===== config.mk =====
export PLATFORM = sky130hd
export DESIGN_NAME = hand_raise_gesture_detector_top
export DESIGN_NICKNAME = d
export VERILOG_FILES = /design/src/hrgd_pkg.sv /design/src/hand_raise_gesture_detector_top.sv
export VERILOG_INCLUDE_DIRS = /design/src /design/src/src
export SDC_FILE = /design/constraint.sdc
export NUM_CORES = 2
export LEC_CHECK = 0
export ABC_CLOCK_PERIOD_IN_PS = 14200
export BUFFER_PORTS_ARGS = -buffer_cell sky130_fd_sc_hd__buf_2
export CORE_MARGIN = 2
export CORE_UTILIZATION = 47
export CTS_BUF_LIST = sky130_fd_sc_hd__clkbuf_4
export CTS_CLUSTER_SIZE = 20
export DETAILED_ROUTE_END_ITERATION = 12
export GPL_TIMING_DRIVEN = 0
export SLEW_MARGIN = 20
export SYNTH_ARGS = -nofsm -noshare
export SYNTH_HDL_FRONTEND = slang
export SYNTH_SLANG_ARGS = --single-unit
export TNS_END_PERCENT = 20

===== constraint.sdc =====
create_clock -name clk -period 14.2 [get_ports clk]
set_clock_uncertainty 0.15 [all_clocks]
set_input_delay 0.71 -clock clk [delete_from_list [all_inputs] [get_ports clk]]
set_output_delay 0.71 -clock clk [all_outputs]
set_load 0.03 [all_outputs]

===== src/hand_raise_gesture_detector_top_assert.svh =====
// Assertion macros for the hand-raise gesture detector top level.
// Each macro expects clk and arst_n in the scope where it is used.
`ifndef HAND_RAISE_GESTURE_DETECTOR_TOP_ASSERT_SVH
`define HAND_RAISE_GESTURE_DETECTOR_TOP_ASSERT_SVH

// same-cycle implication, off while reset is asserted
`define HRGD_ASSERT_IMPLY(label, cond, expr) \
	label: assert property (@(posedge clk) disable iff (!arst_n) (cond) |-> (expr)) \
		else $error("hrgd: implication failed");

// next-cycle implication, off while reset is asserted
`define HRGD_ASSERT_NEXT(label, cond, expr) \
	label: assert property (@(posedge clk) disable iff (!arst_n) (cond) |=> (expr)) \
		else $error("hrgd: next-cycle check failed");

`endif


===== src/hrgd_pkg.sv =====
// Package for the hand-raise gesture detector: phase and sequencer types,
// configuration register indexes and fixed arithmetic constants. No dependencies.
`timescale 1ns / 1ps
`default_nettype none

package hrgd_pkg;

	typedef enum logic [1:0] {
		PH_IDLE  = 2'd0,
		PH_ARMED = 2'd1,
		PH_COOL  = 2'd2
	} phase_t;

	typedef enum logic [2:0] {
		SQ_IDLE,
		SQ_CHECK,
		SQ_MUL1,
		SQ_DIV1,
		SQ_SPD,
		SQ_MUL2,
		SQ_DIV2,
		SQ_FIN
	} seq_state_t;

	typedef enum logic [2:0] {
		CFG_ARM_BELOW = 3'd0,
		CFG_MIN_RISE  = 3'd1,
		CFG_MIN_SPEED = 3'd2,
		CFG_COOL_TIME = 3'd3,
		CFG_FULL_SPD  = 3'd4,
		CFG_STR_MIN   = 3'd5,
		CFG_STR_MAX   = 3'd6
	} cfg_idx_t;

	localparam logic [19:0]        MIN_TICK_US  = 20'd100;
	localparam logic signed [24:0] HEAD_OFFSET  = 25'sd40960;
	localparam logic [23:0]        ONE_CM_PER_S = 24'd256;
	localparam logic [23:0]        US_PER_S     = 24'd1000000;
	localparam logic [23:0]        HEIGHT_MAX   = 24'h7FFFFF;

	// last count of each division: speed quotient < 2^38, strength quotient < 2^16
	localparam logic [5:0] DIV1_LAST = 6'd37;
	localparam logic [5:0] DIV2_LAST = 6'd15;

endpackage

`default_nettype wire


===== src/hand_raise_gesture_detector_top.sv =====
// Hand-raise gesture detector for one hand, with its sequencer, shared
// multiplier and radix-2 divider. Depends on hrgd_pkg and the assertion header.
//
// Usage:
//  - Input channel (in_valid / in_stall) takes one tracked sample per tick.
//    in_stall is high whenever the sequencer is busy; one tick is worked at a time.
//  - Output channel (out_valid / out_stall) returns exactly one result per tick:
//    fired, strength, head_height_used and the phase after the tick.
//  - Path from acceptance to out_valid: ticks that need no speed go from check
//    straight to the final state; an armed tick adds the multiply and the
//    38-step speed division; a fire that needs strength interpolation adds a
//    second multiply and another 16-step division. The shared shift-subtract
//    divider gives one quotient bit per cycle. The next tick is accepted the
//    cycle after the result is loaded.
//  - The result sits in an output register; a stall on the output holds it and
//    the sequencer waits in its final state until the register frees up.
//  - Config port (cfg_valid / cfg_ready / cfg_index / cfg_data) is always ready;
//    write it only while no tick is in flight. Unknown indexes are dropped.
//  - Reset (arst_n low) clears the phase to idle, forgets the previous sample
//    and loads the register defaults (full-strength speed 1 cm/s, strength max
//    all ones).
`timescale 1ns / 1ps
`default_nettype none
`include "hand_raise_gesture_detector_top_assert.svh"

module hand_raise_gesture_detector_top (
	input  wire logic               clk,
	input  wire logic               arst_n,

	input  wire logic               cfg_valid,
	output logic                    cfg_ready,
	input  wire logic [2:0]         cfg_index,
	input  wire logic [23:0]        cfg_data,

	input  wire logic               in_valid,
	output logic                    in_stall,
	input  wire logic               hand_valid,
	input  wire logic               trigger_held,
	input  wire logic               button_held,
	input  wire logic signed [23:0] hand_height,
	input  wire logic               head_valid,
	input  wire logic signed [23:0] head_height,
	input  wire logic [19:0]        tick_time,

	output logic                    out_valid,
	input  wire logic               out_stall,
	output logic                    fired,
	output logic [15:0]             strength,
	output logic signed [23:0]      head_height_used,
	output logic [1:0]              phase
);

	// configuration registers
	logic [22:0] arm_below_q;
	logic [22:0] min_rise_q;
	logic [23:0] min_speed_q;
	logic [23:0] cool_time_q;
	logic [23:0] full_raw_q;
	logic [15:0] str_min_q;
	logic [15:0] str_max_q;

	// captured tick
	logic               hand_ok_q;
	logic               trig_q;
	logic               btn_q;
	logic signed [23:0] hand_q;
	logic               head_ok_q;
	logic signed [23:0] head_in_q;
	logic [19:0]        dt_q;

	// detector state
	hrgd_pkg::phase_t   phase_q;
	logic               have_prev_q;
	logic signed [23:0] prev_q;
	logic signed [23:0] lowest_q;
	logic signed [24:0] cool_left_q;

	// sequencer and shared datapath
	hrgd_pkg::seq_state_t seq_q, seq_d;
	logic [23:0] rem_q;
	logic [43:0] qr_q;
	logic [23:0] divisor_q;
	logic [5:0]  cnt_q;
	logic        spd_neg_q;
	logic        fire_q;
	logic [15:0] strength_q;
	logic        interp_q;

	// output register
	logic                    out_valid_q;
	logic                    fired_q;
	logic [15:0]             strength_out_q;
	logic signed [23:0]      head_used_q;
	hrgd_pkg::phase_t        phase_out_q;

	// control
	logic in_take;
	logic fin_go;
	logic need_speed;
	logic load_mul1;
	logic load_mul2;
	logic div_step;
	logic spd_load;
	logic chk_clear;

	// combinational datapath
	logic [23:0]        full_eff;
	logic signed [24:0] hand_sum;
	logic signed [23:0] head_sat;
	logic signed [23:0] head_used;
	logic signed [25:0] head_minus_arm;
	logic               low;
	logic signed [23:0] lowest_new;
	logic signed [24:0] rise;
	logic               rise_ok;
	logic signed [24:0] hdiff;
	logic signed [24:0] hdiff_neg;
	logic [23:0]        hdiff_mag;
	logic [37:0]        spd_mag;
	logic               spd_zero;
	logic               spd_pos;
	logic               speed_ok;
	logic               spd_full;
	logic               fire_c;
	logic [19:0]        dtf;
	logic signed [16:0] str_diff;
	logic signed [16:0] str_diff_neg;
	logic               str_neg;
	logic [15:0]        str_mag;
	logic [23:0]        mul_a;
	logic [23:0]        mul_b;
	logic [47:0]        prod;
	logic [24:0]        shifted;
	logic [25:0]        trial;
	logic               take;
	logic [15:0]        str_interp;
	logic [15:0]        str_final;
	logic signed [24:0] cool_next;
	logic               cool_done;

	// commit values
	hrgd_pkg::phase_t   phase_n;
	logic               have_prev_n;
	logic signed [23:0] prev_n;
	logic signed [23:0] lowest_n;
	logic signed [24:0] cool_left_n;

	assign cfg_ready = 1'b1;
	assign in_take   = in_valid && !in_stall;

	// ------------------------------------------------------------------
	// Configuration
	// ------------------------------------------------------------------
	always_ff @(posedge clk or negedge arst_n) begin
		if (!arst_n) begin
			arm_below_q <= '0;
			min_rise_q  <= '0;
			min_speed_q <= '0;
			cool_time_q <= '0;
			full_raw_q  <= hrgd_pkg::ONE_CM_PER_S;
			str_min_q   <= '0;
			str_max_q   <= 16'hFFFF;
		end else if (cfg_valid && cfg_ready) begin
			case (hrgd_pkg::cfg_idx_t'(cfg_index))
				hrgd_pkg::CFG_ARM_BELOW: arm_below_q <= cfg_data[22:0];
				hrgd_pkg::CFG_MIN_RISE:  min_rise_q  <= cfg_data[22:0];
				hrgd_pkg::CFG_MIN_SPEED: min_speed_q <= cfg_data;
				hrgd_pkg::CFG_COOL_TIME: cool_time_q <= cfg_data;
				hrgd_pkg::CFG_FULL_SPD:  full_raw_q  <= cfg_data;
				hrgd_pkg::CFG_STR_MIN:   str_min_q   <= cfg_data[15:0];
				hrgd_pkg::CFG_STR_MAX:   str_max_q   <= cfg_data[15:0];
				default: ;
			endcase
		end
	end

	// ------------------------------------------------------------------
	// Input capture
	// ------------------------------------------------------------------
	always_ff @(posedge clk) begin
		if (in_take) begin
			hand_ok_q <= hand_valid;
			trig_q    <= trigger_held;
			btn_q     <= button_held;
			hand_q    <= hand_height;
			head_ok_q <= head_valid;
			head_in_q <= head_height;
			dt_q      <= tick_time;
		end
	end

	// ------------------------------------------------------------------
	// Tick datapath
	// ------------------------------------------------------------------
	always_comb begin
		full_eff = (full_raw_q < hrgd_pkg::ONE_CM_PER_S) ? hrgd_pkg::ONE_CM_PER_S : full_raw_q;

		// missing head: hand plus 160 cm, saturated on the positive side
		hand_sum  = {hand_q[23], hand_q} + hrgd_pkg::HEAD_OFFSET;
		head_sat  = (!hand_sum[24] && hand_sum[23]) ? hrgd_pkg::HEIGHT_MAX : hand_sum[23:0];
		head_used = head_ok_q ? head_in_q : head_sat;

		head_minus_arm = {{2{head_used[23]}}, head_used} - {3'b000, arm_below_q};
		low = $signed({{2{hand_q[23]}}, hand_q}) <= head_minus_arm;

		lowest_new = (low && (hand_q < lowest_q)) ? hand_q : lowest_q;
		rise       = {hand_q[23], hand_q} - {lowest_new[23], lowest_new};
		rise_ok    = $signed({rise[24], rise}) >= $signed({3'b000, min_rise_q});

		hdiff     = {hand_q[23], hand_q} - {prev_q[23], prev_q};
		hdiff_neg = -hdiff;
		hdiff_mag = hdiff[24] ? hdiff_neg[23:0] : hdiff[23:0];

		// speed quotient lives in the divider shift register after the first division
		spd_mag  = qr_q[37:0];
		spd_zero = (spd_mag == '0);
		spd_pos  = !spd_neg_q && !spd_zero;
		speed_ok = !(spd_neg_q && !spd_zero) && (spd_mag >= {14'd0, min_speed_q});
		spd_full = spd_mag >= {14'd0, full_eff};
		fire_c   = rise_ok && speed_ok;

		dtf = (dt_q < hrgd_pkg::MIN_TICK_US) ? hrgd_pkg::MIN_TICK_US : dt_q;

		str_diff     = $signed({1'b0, str_max_q}) - $signed({1'b0, str_min_q});
		str_diff_neg = -str_diff;
		str_neg      = str_diff[16];
		str_mag      = str_neg ? str_diff_neg[15:0] : str_diff[15:0];

		cool_next = cool_left_q - $signed({5'd0, dt_q});
		cool_done = cool_next[24] || (cool_next == '0);
	end

	// shared multiplier
	always_comb begin
		if (seq_q == hrgd_pkg::SQ_MUL2) begin
			mul_a = {8'd0, str_mag};
			mul_b = spd_mag[23:0];
		end else begin
			mul_a = hdiff_mag;
			mul_b = hrgd_pkg::US_PER_S;
		end
		prod = mul_a * mul_b;
	end

	// shared divider step: one quotient bit a cycle
	always_comb begin
		shifted = {rem_q, qr_q[43]};
		trial   = {1'b0, shifted} - {2'b00, divisor_q};
		take    = !trial[25];
		// quotient rounds toward zero, so a negative slope subtracts the magnitude
		str_interp = str_neg ? (str_min_q - qr_q[15:0]) : (str_min_q + qr_q[15:0]);
		str_final  = interp_q ? str_interp : strength_q;
	end

	always_ff @(posedge clk) begin
		if (load_mul1) begin
			rem_q     <= {18'd0, prod[43:38]};
			qr_q      <= {prod[37:0], 6'd0};
			divisor_q <= {4'd0, dtf};
			spd_neg_q <= hdiff[24];
		end else if (load_mul2) begin
			rem_q     <= prod[39:16];
			qr_q      <= {prod[15:0], 28'd0};
			divisor_q <= full_eff;
		end else if (div_step) begin
			rem_q <= take ? trial[23:0] : shifted[23:0];
			qr_q  <= {qr_q[42:0], take};
		end
	end

	always_ff @(posedge clk or negedge arst_n) begin
		if (!arst_n) begin
			cnt_q      <= '0;
			fire_q     <= 1'b0;
			strength_q <= '0;
			interp_q   <= 1'b0;
		end else begin
			if (load_mul1) begin
				cnt_q <= hrgd_pkg::DIV1_LAST;
			end else if (load_mul2) begin
				cnt_q <= hrgd_pkg::DIV2_LAST;
			end else if (div_step) begin
				cnt_q <= cnt_q - 6'd1;
			end

			if (chk_clear) begin
				fire_q     <= 1'b0;
				strength_q <= '0;
				interp_q   <= 1'b0;
			end else if (spd_load) begin
				fire_q     <= fire_c;
				strength_q <= !fire_c ? 16'd0 : (!spd_pos ? str_min_q :
				              (spd_full ? str_max_q : 16'd0));
				interp_q   <= fire_c && spd_pos && !spd_full;
			end
		end
	end

	// ------------------------------------------------------------------
	// Sequencer
	// ------------------------------------------------------------------
	always_comb begin
		need_speed = hand_ok_q && trig_q && btn_q && have_prev_q &&
		             (phase_q == hrgd_pkg::PH_ARMED);
	end

	always_comb begin
		seq_d = seq_q;
		case (seq_q)
			hrgd_pkg::SQ_IDLE:  if (in_valid) seq_d = hrgd_pkg::SQ_CHECK;
			hrgd_pkg::SQ_CHECK: seq_d = need_speed ? hrgd_pkg::SQ_MUL1 : hrgd_pkg::SQ_FIN;
			hrgd_pkg::SQ_MUL1:  seq_d = hrgd_pkg::SQ_DIV1;
			hrgd_pkg::SQ_DIV1:  if (cnt_q == '0) seq_d = hrgd_pkg::SQ_SPD;
			hrgd_pkg::SQ_SPD: begin
				seq_d = (fire_c && spd_pos && !spd_full) ? hrgd_pkg::SQ_MUL2 : hrgd_pkg::SQ_FIN;
			end
			hrgd_pkg::SQ_MUL2:  seq_d = hrgd_pkg::SQ_DIV2;
			hrgd_pkg::SQ_DIV2:  if (cnt_q == '0) seq_d = hrgd_pkg::SQ_FIN;
			hrgd_pkg::SQ_FIN:   if (!out_valid_q || !out_stall) seq_d = hrgd_pkg::SQ_IDLE;
			default:            seq_d = hrgd_pkg::SQ_IDLE;
		endcase
	end

	always_comb begin
		in_stall  = 1'b1;
		load_mul1 = 1'b0;
		load_mul2 = 1'b0;
		div_step  = 1'b0;
		spd_load  = 1'b0;
		chk_clear = 1'b0;
		fin_go    = 1'b0;
		case (seq_q)
			hrgd_pkg::SQ_IDLE:  in_stall  = 1'b0;
			hrgd_pkg::SQ_CHECK: chk_clear = 1'b1;
			hrgd_pkg::SQ_MUL1:  load_mul1 = 1'b1;
			hrgd_pkg::SQ_DIV1:  div_step  = 1'b1;
			hrgd_pkg::SQ_SPD:   spd_load  = 1'b1;
			hrgd_pkg::SQ_MUL2:  load_mul2 = 1'b1;
			hrgd_pkg::SQ_DIV2:  div_step  = 1'b1;
			hrgd_pkg::SQ_FIN:   fin_go    = !out_valid_q || !out_stall;
			default: ;
		endcase
	end

	always_ff @(posedge clk or negedge arst_n) begin
		if (!arst_n) begin
			seq_q <= hrgd_pkg::SQ_IDLE;
		end else begin
			seq_q <= seq_d;
		end
	end

	// ------------------------------------------------------------------
	// State commit
	// ------------------------------------------------------------------
	always_comb begin
		phase_n     = phase_q;
		have_prev_n = have_prev_q;
		prev_n      = prev_q;
		lowest_n    = lowest_q;
		cool_left_n = cool_left_q;
		if (!hand_ok_q) begin
			// untracked hand: hold everything
		end else if (!trig_q || !btn_q) begin
			phase_n     = hrgd_pkg::PH_IDLE;
			have_prev_n = 1'b0;
		end else if (phase_q == hrgd_pkg::PH_COOL) begin
			cool_left_n = cool_next;
			if (cool_done) phase_n = hrgd_pkg::PH_IDLE;
		end else if (!have_prev_q) begin
			prev_n      = hand_q;
			have_prev_n = 1'b1;
		end else begin
			case (phase_q)
				hrgd_pkg::PH_IDLE: begin
					if (low) begin
						phase_n  = hrgd_pkg::PH_ARMED;
						lowest_n = hand_q;
					end
				end
				hrgd_pkg::PH_ARMED: begin
					lowest_n = lowest_new;
					if (fire_q) begin
						phase_n     = hrgd_pkg::PH_COOL;
						cool_left_n = $signed({1'b0, cool_time_q});
					end
				end
				default: ;
			endcase
			prev_n = hand_q;
		end
	end

	always_ff @(posedge clk or negedge arst_n) begin
		if (!arst_n) begin
			phase_q     <= hrgd_pkg::PH_IDLE;
			have_prev_q <= 1'b0;
			prev_q      <= '0;
			lowest_q    <= '0;
			cool_left_q <= '0;
		end else if (fin_go) begin
			phase_q     <= phase_n;
			have_prev_q <= have_prev_n;
			prev_q      <= prev_n;
			lowest_q    <= lowest_n;
			cool_left_q <= cool_left_n;
		end
	end

	// ------------------------------------------------------------------
	// Output register
	// ------------------------------------------------------------------
	always_ff @(posedge clk or negedge arst_n) begin
		if (!arst_n) begin
			out_valid_q <= 1'b0;
		end else if (fin_go) begin
			out_valid_q <= 1'b1;
		end else if (out_valid_q && !out_stall) begin
			out_valid_q <= 1'b0;
		end
	end

	always_ff @(posedge clk) begin
		if (fin_go) begin
			fired_q        <= fire_q;
			strength_out_q <= str_final;
			head_used_q    <= head_used;
			phase_out_q    <= phase_n;
		end
	end

	assign out_valid        = out_valid_q;
	assign fired            = fired_q;
	assign strength         = strength_out_q;
	assign head_height_used = head_used_q;
	assign phase            = phase_out_q;

	// ------------------------------------------------------------------
	// Assertions
	// ------------------------------------------------------------------
	`HRGD_ASSERT_IMPLY(a_fire_enters_cool, out_valid_q && fired_q,
		phase_out_q == hrgd_pkg::PH_COOL)
	`HRGD_ASSERT_IMPLY(a_no_fire_no_strength, out_valid_q && !fired_q, strength_out_q == 16'd0)
	`HRGD_ASSERT_NEXT(a_div1_ends, seq_q == hrgd_pkg::SQ_DIV1 && cnt_q == 6'd0,
		seq_q == hrgd_pkg::SQ_SPD)
	`HRGD_ASSERT_IMPLY(a_busy_stalls, seq_q != hrgd_pkg::SQ_IDLE, in_stall)

endmodule

`default_nettype wire

Word-level counts from Yosys, hierarchy flattened
Cells that the tools add are included.
{"block": "totals", "output_inout_bits": 46, "inputBits": 104, "elab_cells": 199, "ff_bits": 462}
{"block": "op_classes", "mux": 64, "n_bitwise": 2, "multipliers": 1, "eq_ne": 21, "n_reduce_logical": 56, "n_lt_le_gt_ge": 7, "addsub": 12}
{"cell": "$mux 24", "n": 11}
{"cell": "$mux 44", "n": 3}
{"cell": "$mux 16", "n": 8}
{"cell": "$mux 25", "n": 4}
{"cell": "$ge 38x24->1", "n": 2}
{"cell": "$sub 24x24->25", "n": 3}
{"cell": "$mux 20", "n": 3}
{"cell": "$pmux 24 s2", "n": 1}
{"cell": "$mul 24x24->44", "n": 1}
{"cell": "$logic_not 38->1", "n": 1}
{"cell": "$sub 25x24->26", "n": 1}
{"cell": "$add 24x17->25 const B", "n": 1}
{"cell": "$ge 25x24->1", "n": 1}
{"cell": "$le 24x25->1", "n": 1}
{"cell": "$logic_not 25->1", "n": 1}
{"cell": "$sub 25x21->25", "n": 1}
{"cell": "$lt 24x24->1", "n": 1}
{"cell": "$lt 24x9->1 const B", "n": 1}
{"cell": "$mux 6", "n": 4}
{"cell": "$neg 24->24", "n": 1}
{"cell": "$pmux 3 s8", "n": 1}
{"cell": "$eq 3x3->1 const B", "n": 7}
{"cell": "$lt 20x7->1 const B", "n": 1}
{"cell": "$sub 16x16->17", "n": 1}
{"cell": "28 further kinds", "n": 103}

Depth between registers and ports, before layout
{"block": "depth", "word_depth": 16, "ltp_mapped": 61, "mapped_depth_nobuf": 59}

Worst setup path before layout
OpenSTA, ideal clock, no wires.
{"block": "synth_path", "path_kind": "reg-to-reg", "start": "register hand_q[13]", "end": "register strength_q[10]", "required_time_ns": 13.929, "arrival_time_ns": 10.729, "path_buffers": 4, "path_stages_with_launch": 59, "period_less_slack_ns": 11.000, "slack_ns": 3.200, "setup_time_ns": 0.121, "cell_sequence": "edfxtp_1 > ha_1 > o21a_1 > and3_1 > and3_1 > nand2_1 > nand3_1 > o21ai_0 > nand2_1 > nand2_1 > clkbuf_1 > o22a_1 > ha_1 > a21o_1 > a21oi_1 > nor2b_1 > o21a_1 > o21a_1 > (+23 left out) > o21ai_0 > a21o_1 > a21oi_1 > xnor2_1 > ha_1 > nand4_1 > nor4_1 > a41o_1 > a21o_1 > a21oi_1 > o211ai_1 > a21o_1 > a311o_1 > o211a_1 > and3_1 > clkbuf_1 > clkbuf_1 > a22o_1"}
{"block": "synth_between", "elab_chain_len": 15, "elab_cells_between_ends": 16, "classes_between": "add/sub: 3; order compare: 3; mux: 6; reduce/logical: 4"}
{"element": "from (decl)", "line": "hand_raise_gesture_detector_top.sv:66", "source": "logic signed [23:0] hand_q;"}
{"element": "from (signal assigned)", "line": "hand_raise_gesture_detector_top.sv:185", "source": "hand_q <= hand_height;"}
{"element": "$add 24x17->25 *", "line": "hand_raise_gesture_detector_top.sv:199", "source": "hand_sum = {hand_q[23], hand_q} + hrgd_pkg::HEAD_OFFSET;"}
{"element": "$logic_not 1->1", "line": "hand_raise_gesture_detector_top.sv:200", "source": "head_sat = (!hand_sum[24] && hand_sum[23]) ? hrgd_pkg::HEIGHT_MAX : hand_sum[23:0];"}
{"element": "$logic_and 1x1->1 *", "line": "hand_raise_gesture_detector_top.sv:200"}
{"element": "$mux 24 *", "line": "hand_raise_gesture_detector_top.sv:200"}
{"element": "$mux 24 *", "line": "hand_raise_gesture_detector_top.sv:201", "source": "head_used = head_ok_q ? head_in_q : head_sat;"}
{"element": "net head_used[2]", "line": "hand_raise_gesture_detector_top.sv:110", "source": "logic signed [23:0] head_used;"}
{"element": "$sub 24x24->25 *", "line": "hand_raise_gesture_detector_top.sv:203", "source": "head_minus_arm = {{2{head_used[23]}}, head_used} - {3'b000, arm_below_q};"}
{"element": "$le 24x25->1 *", "line": "hand_raise_gesture_detector_top.sv:204", "source": "low = $signed({{2{hand_q[23]}}, hand_q}) <= head_minus_arm;"}
{"element": "$logic_and 1x1->1 *", "line": "hand_raise_gesture_detector_top.sv:206", "source": "lowest_new = (low && (hand_q < lowest_q)) ? hand_q : lowest_q;"}
{"element": "$mux 24 *", "line": "hand_raise_gesture_detector_top.sv:206"}
{"element": "$sub 24x24->25 *", "line": "hand_raise_gesture_detector_top.sv:207", "source": "rise = {hand_q[23], hand_q} - {lowest_new[23], lowest_new};"}
{"element": "$ge 25x24->1 *", "line": "hand_raise_gesture_detector_top.sv:208", "source": "rise_ok = $signed({rise[24], rise}) >= $signed({3'b000, min_rise_q});"}
{"element": "$logic_and 1x1->1 *", "line": "hand_raise_gesture_detector_top.sv:220", "source": "fire_c = rise_ok && speed_ok;"}
{"element": "$mux 16 *", "line": "hand_raise_gesture_detector_top.sv:292", "source": "strength_q <= !fire_c ? 16'd0 : (!spd_pos ? str_min_q :"}
{"element": "$mux 16 *", "line": "hand_raise_gesture_detector_top.sv:290", "source": "end else if (spd_load) begin"}
{"element": "$mux 16 *", "line": "hand_raise_gesture_detector_top.sv:286", "source": "if (chk_clear) begin"}
{"element": "to (signal assigned)", "line": "hand_raise_gesture_detector_top.sv:292"}
{"element": "to (decl)", "line": "hand_raise_gesture_detector_top.sv:86", "source": "logic [15:0] strength_q;"}
Mark *: on every way through the listed nets, which the timed path passes. The rest lies on a longest branch. The select of a mux whose other input is x is not followed.
A chain may end at the register's enable or synchronous reset.

Worst setup path in the final report
{"block": "layout_path", "start": "register hand_q[0]", "end": "register rem_q[4], data pin"}
{"block": "layout_between", "elab_cells_between_ends": 7, "classes_between": "add/sub: 2; mul: 1; mux: 4"}
{"element": "$sub 24x24->25 *", "line": "hand_raise_gesture_detector_top.sv:210", "source": "hdiff = {hand_q[23], hand_q} - {prev_q[23], prev_q};"}
{"element": "net hdiff[24]", "line": "hand_raise_gesture_detector_top.sv:116", "source": "logic signed [24:0] hdiff;"}
{"element": "$mux 24 *", "line": "hand_raise_gesture_detector_top.sv:212", "source": "hdiff_mag = hdiff[24] ? hdiff_neg[23:0] : hdiff[23:0];"}
{"element": "$mux 24 *", "line": "hand_raise_gesture_detector_top.sv:235", "source": "if (seq_q == hrgd_pkg::SQ_MUL2) begin"}
{"element": "$mul 24x24->44 *", "line": "hand_raise_gesture_detector_top.sv:242", "source": "prod = mul_a * mul_b;"}
{"element": "$mux 24", "line": "hand_raise_gesture_detector_top.sv:261", "source": "end else if (load_mul2) begin"}
{"element": "$mux 6 *", "line": "hand_raise_gesture_detector_top.sv:256", "source": "if (load_mul1) begin"}
{"element": "to (signal assigned)", "line": "hand_raise_gesture_detector_top.sv:257", "source": "rem_q <= {18'd0, prod[43:38]};"}
{"element": "to (signal assigned)", "line": "hand_raise_gesture_detector_top.sv:262", "source": "rem_q <= prod[39:16];"}
{"element": "to (signal assigned)", "line": "hand_raise_gesture_detector_top.sv:266", "source": "rem_q <= take ? trial[23:0] : shifted[23:0];"}
{"element": "to (decl)", "line": "hand_raise_gesture_detector_top.sv:80", "source": "logic [23:0] rem_q;"}
Mark *: on every way through the listed nets, which the timed path passes. The rest lies on a longest branch.

==> impl_metrics.yaml <==
synthesis:
  yosysSeqAreaShare: 0.2613
  yosysWarnings: 0
  synth-seq-cells: 462
  synth.distinct_cells: 91
  ys.flop_type: "dfrtp_1"
  synth_cells: 4971
  syn_avg_cell_area_um2: 9.502
  synthesis.area_um2: 47240
  synth-edff-count: 180
  async_reset_ff_frac: 0.5498
setup_path:
  crit_slowest_cell: "xor2_1"
  cp_data_required_time_ns: 14.68
  rr_startpoint: "hand_q[0]$_DFFE_PP_"
  ff2ff_path_depth: 38
  crit_arrival_ns: 14.16
  reg2reg_to: "rem_q[4]$_DFFE_PP_"
  r2r_setup_slack_ns: 0.51
  crit_path_end_kind: "register"
  endpoint: "rem_q[4]$_DFFE_PP_"
  worstSetupStartpoint: "hand_q[0]$_DFFE_PP_"
  cpPeakStageDelay_ns: 0.61
  path_class: "register to register"
  cp_max_fo: 10
  start_kind: "register"
  cp_common_cell: "fa_1"
timing:
  finalSetupViolations: 0
  drv_slew: 0
  worst-slew-pin-transition_ns: 1.175
  fmax_mhz: 73.06
  final.setup.tns_ns: 0
  fin_crit_ns: 13.69
  rsz0062_at_grt: "no"
  hold_violations: 0
  fin_crit_sh: 0.9639
  fin_ws_ns: 0.5129
  slew_headroom: 0.2142
detailed_routing:
  ant_nets: 0
  wl_um: 152400
  vias_per_cell: 5.644
  first_pass_iters: 7
  vias: 38870
  drtIter0Drc: 3601
  routedWlPerCell_um: 22.13
  drcViolationCount: 0
clock_tree:
  cts_buffers: 121
  cts_root_buf: "clkbuf_4"
  tritoncts: "built"
  insertion_delay_ns: 0.98
  cts.sinks: 462
  htreeDepth: 3
  clk_pin_slew_worst_paths_ns: 0.07
  cts.path.max_buffers: 3
status:
  outcome: "finished, final reports clean"
die:
  die_x_um: 321.0
  coreArea_um2: 99860
  rows: 116
  dieHeight_um: 321.0
  pin_count: 150
  die_area_um2: 103100
  start_util: 0.4730
finish:
  final_common_cell: "inv_1"
  syn2layout_area_growth_pct: 12.18
  layout-drive-gt1-share: 0.09964
  fin_util: 0.5307
  nets: 6485
  mostFrequentLayoutCells: "761 x inv_1, 529 x nand2_1, 484 x fa_1, 423 x ha_1, 286 x o21ai_0"
grt:
  grt_pass1_wl_um: 233100
  antenna_found_initial: 13
  overflow: 0
  grt_max_degree: 90
  track_usage: 0.2994
  grt_pass1_vias: 38870
place:
  io_buffers: 146
  place.gp.congestion: 0.9747
  place_hpwl_um: 122100
  pre_cts_slack_ns: -0.3870
min_path:
  worstHoldPathType: "input pin to register"
job:
  max_cap_viol_count: 0
## how the worst min path moves through the flow
stage	startpoint	endpoint	slack [ns]	cells past startpoint
after floorplan	arst_n	arm_below_q[0]$_DFFE_PN0P_	0.26	0
after global placement	cool_left_q[16]$_DFFE_PN0P_	cool_left_q[16]$_DFFE_PN0P_	0.32	2
after detailed placement	cool_left_q[0]$_DFFE_PN0P_	cool_left_q[0]$_DFFE_PN0P_	0.32	2
after CTS	cfg_data[10]	min_speed_q[10]$_DFFE_PN0P_	0.01	3
after global routing	cfg_data[10]	min_speed_q[10]$_DFFE_PN0P_	0.008	3
final	cfg_data[10]	min_speed_q[10]$_DFFE_PN0P_	0.08	3
## cell usage after synthesis (all sizes together), types with 17 or more instances
library cell,n,area share
o21bai,20,0.0032
nand2,531,0.042
nand4,41,0.0054
o21a,45,0.0072
nor4,19,0.0026
a31oi,31,0.0041
and3,50,0.0066
mux2,127,0.030
clkbuf,176,0.014
o31ai,22,0.0035
nor2b,68,0.0090
fa,484,0.21
xor2,82,0.015
nor3,45,0.0048
nand3,52,0.0055
nand2b,33,0.0044
nor2,188,0.015
dfxtp,28,0.012
edfxtp,180,0.11
o21ai,295,0.031
o211ai,29,0.0046
a21oi,278,0.030
a22oi,21,0.0033
a21o,132,0.021
ha,423,0.11
mux2i,52,0.011
dfstp,17,0.0095
dfrtp,237,0.13
and2,43,0.0057
a22o,62,0.011
xnor2,128,0.024
o22ai,19,0.0025
a31o,17,0.0032
inv,762,0.061
a211oi,17,0.0027
## flip-flops by register name (all words and copies together), names as in the netlist, 16 cells and up
register,cells
head_height_used,24
divisor_q,24
cool_time_q,24
rem_q,24
dt_q,20
arm_below_q,23
hand_q,24
min_speed_q,24
strength,16
head_in_q,24
cool_left_q,25
strength_q,16
str_max_q,16
str_min_q,16
lowest_q,24
prev_q,24
qr_q,44
min_rise_q,23
full_raw_q,24
## final cells by class
cell class	count	area (um^2)
sequential	462	12340
fill	9322	46860
clock buffer	174	1306
timing repair buffer	255	1942
clock inverter	55	304.0
tap	1298	1624
inverter	763	2864
antenna	9	22.52
multi-input combinational	3682	31870
buffer	189	720.7
## cells by family (layout without fill, tap and decap cells)
group	count (synthesis)	count (layout)	share of synthesized area
buffers and inverters	952	1436	0.07583
other	2	136	0.0001590
DFF	462	462	0.2613
adders and majority gates	909	909	0.3176
xor gates and xnor gates	210	210	0.03910
AOI/OAI and AO/OA	1126	1126	0.1538
and+or+nand+nor	1131	1131	0.1109
muxes	179	179	0.04129
## routing by layer
metal / vias up / routed length, um / global-route usage
li1: 17810 / - / -
met1: 19230 / 66430 / 0.4179
met2: 1520 / 67490 / 0.4674
met3: 310 / 12620 / 0.05490
met4: 0 / 5847 / 0.1052
met5: - / 0 / 0
## what timing repair did
action / in CTS / in global routing
gates resized for setup: 4 / 12
setup buffers: 4 / 1
hold buffers: 97 / 0
endpoints found under the setup margin: 18 / 23
pin swaps: 0 / 1
hold endpoints to repair: 239 / 0
gates cloned: 0 / 0
## stage by stage
stage	area [um^2]	instances	hold slack, ns
floorplan	47710	5096	0.2644
global placement	50060	6540	0.3161
detailed placement	50290	6547	0.3230
CTS	52910	6877	0.01420
global route	52980	6882	0.007922
finish	52990	6887	0.07511
## worst max-delay path, delay by kind of cell (launching register included)
kind / cells / cell delay (ns)
fa+ha+maj: 10 / 4.13
simple gates: 3 / 0.77
buf+inv: 6 / 1.04
xor+xnor: 2 / 1.21
compound gates: 17 / 5.55
flops: 1 / 0.49
Power is left out: the tool's default activity adds up to more than one toggle a clock period on the data nets, which glitch-free logic cannot reach.
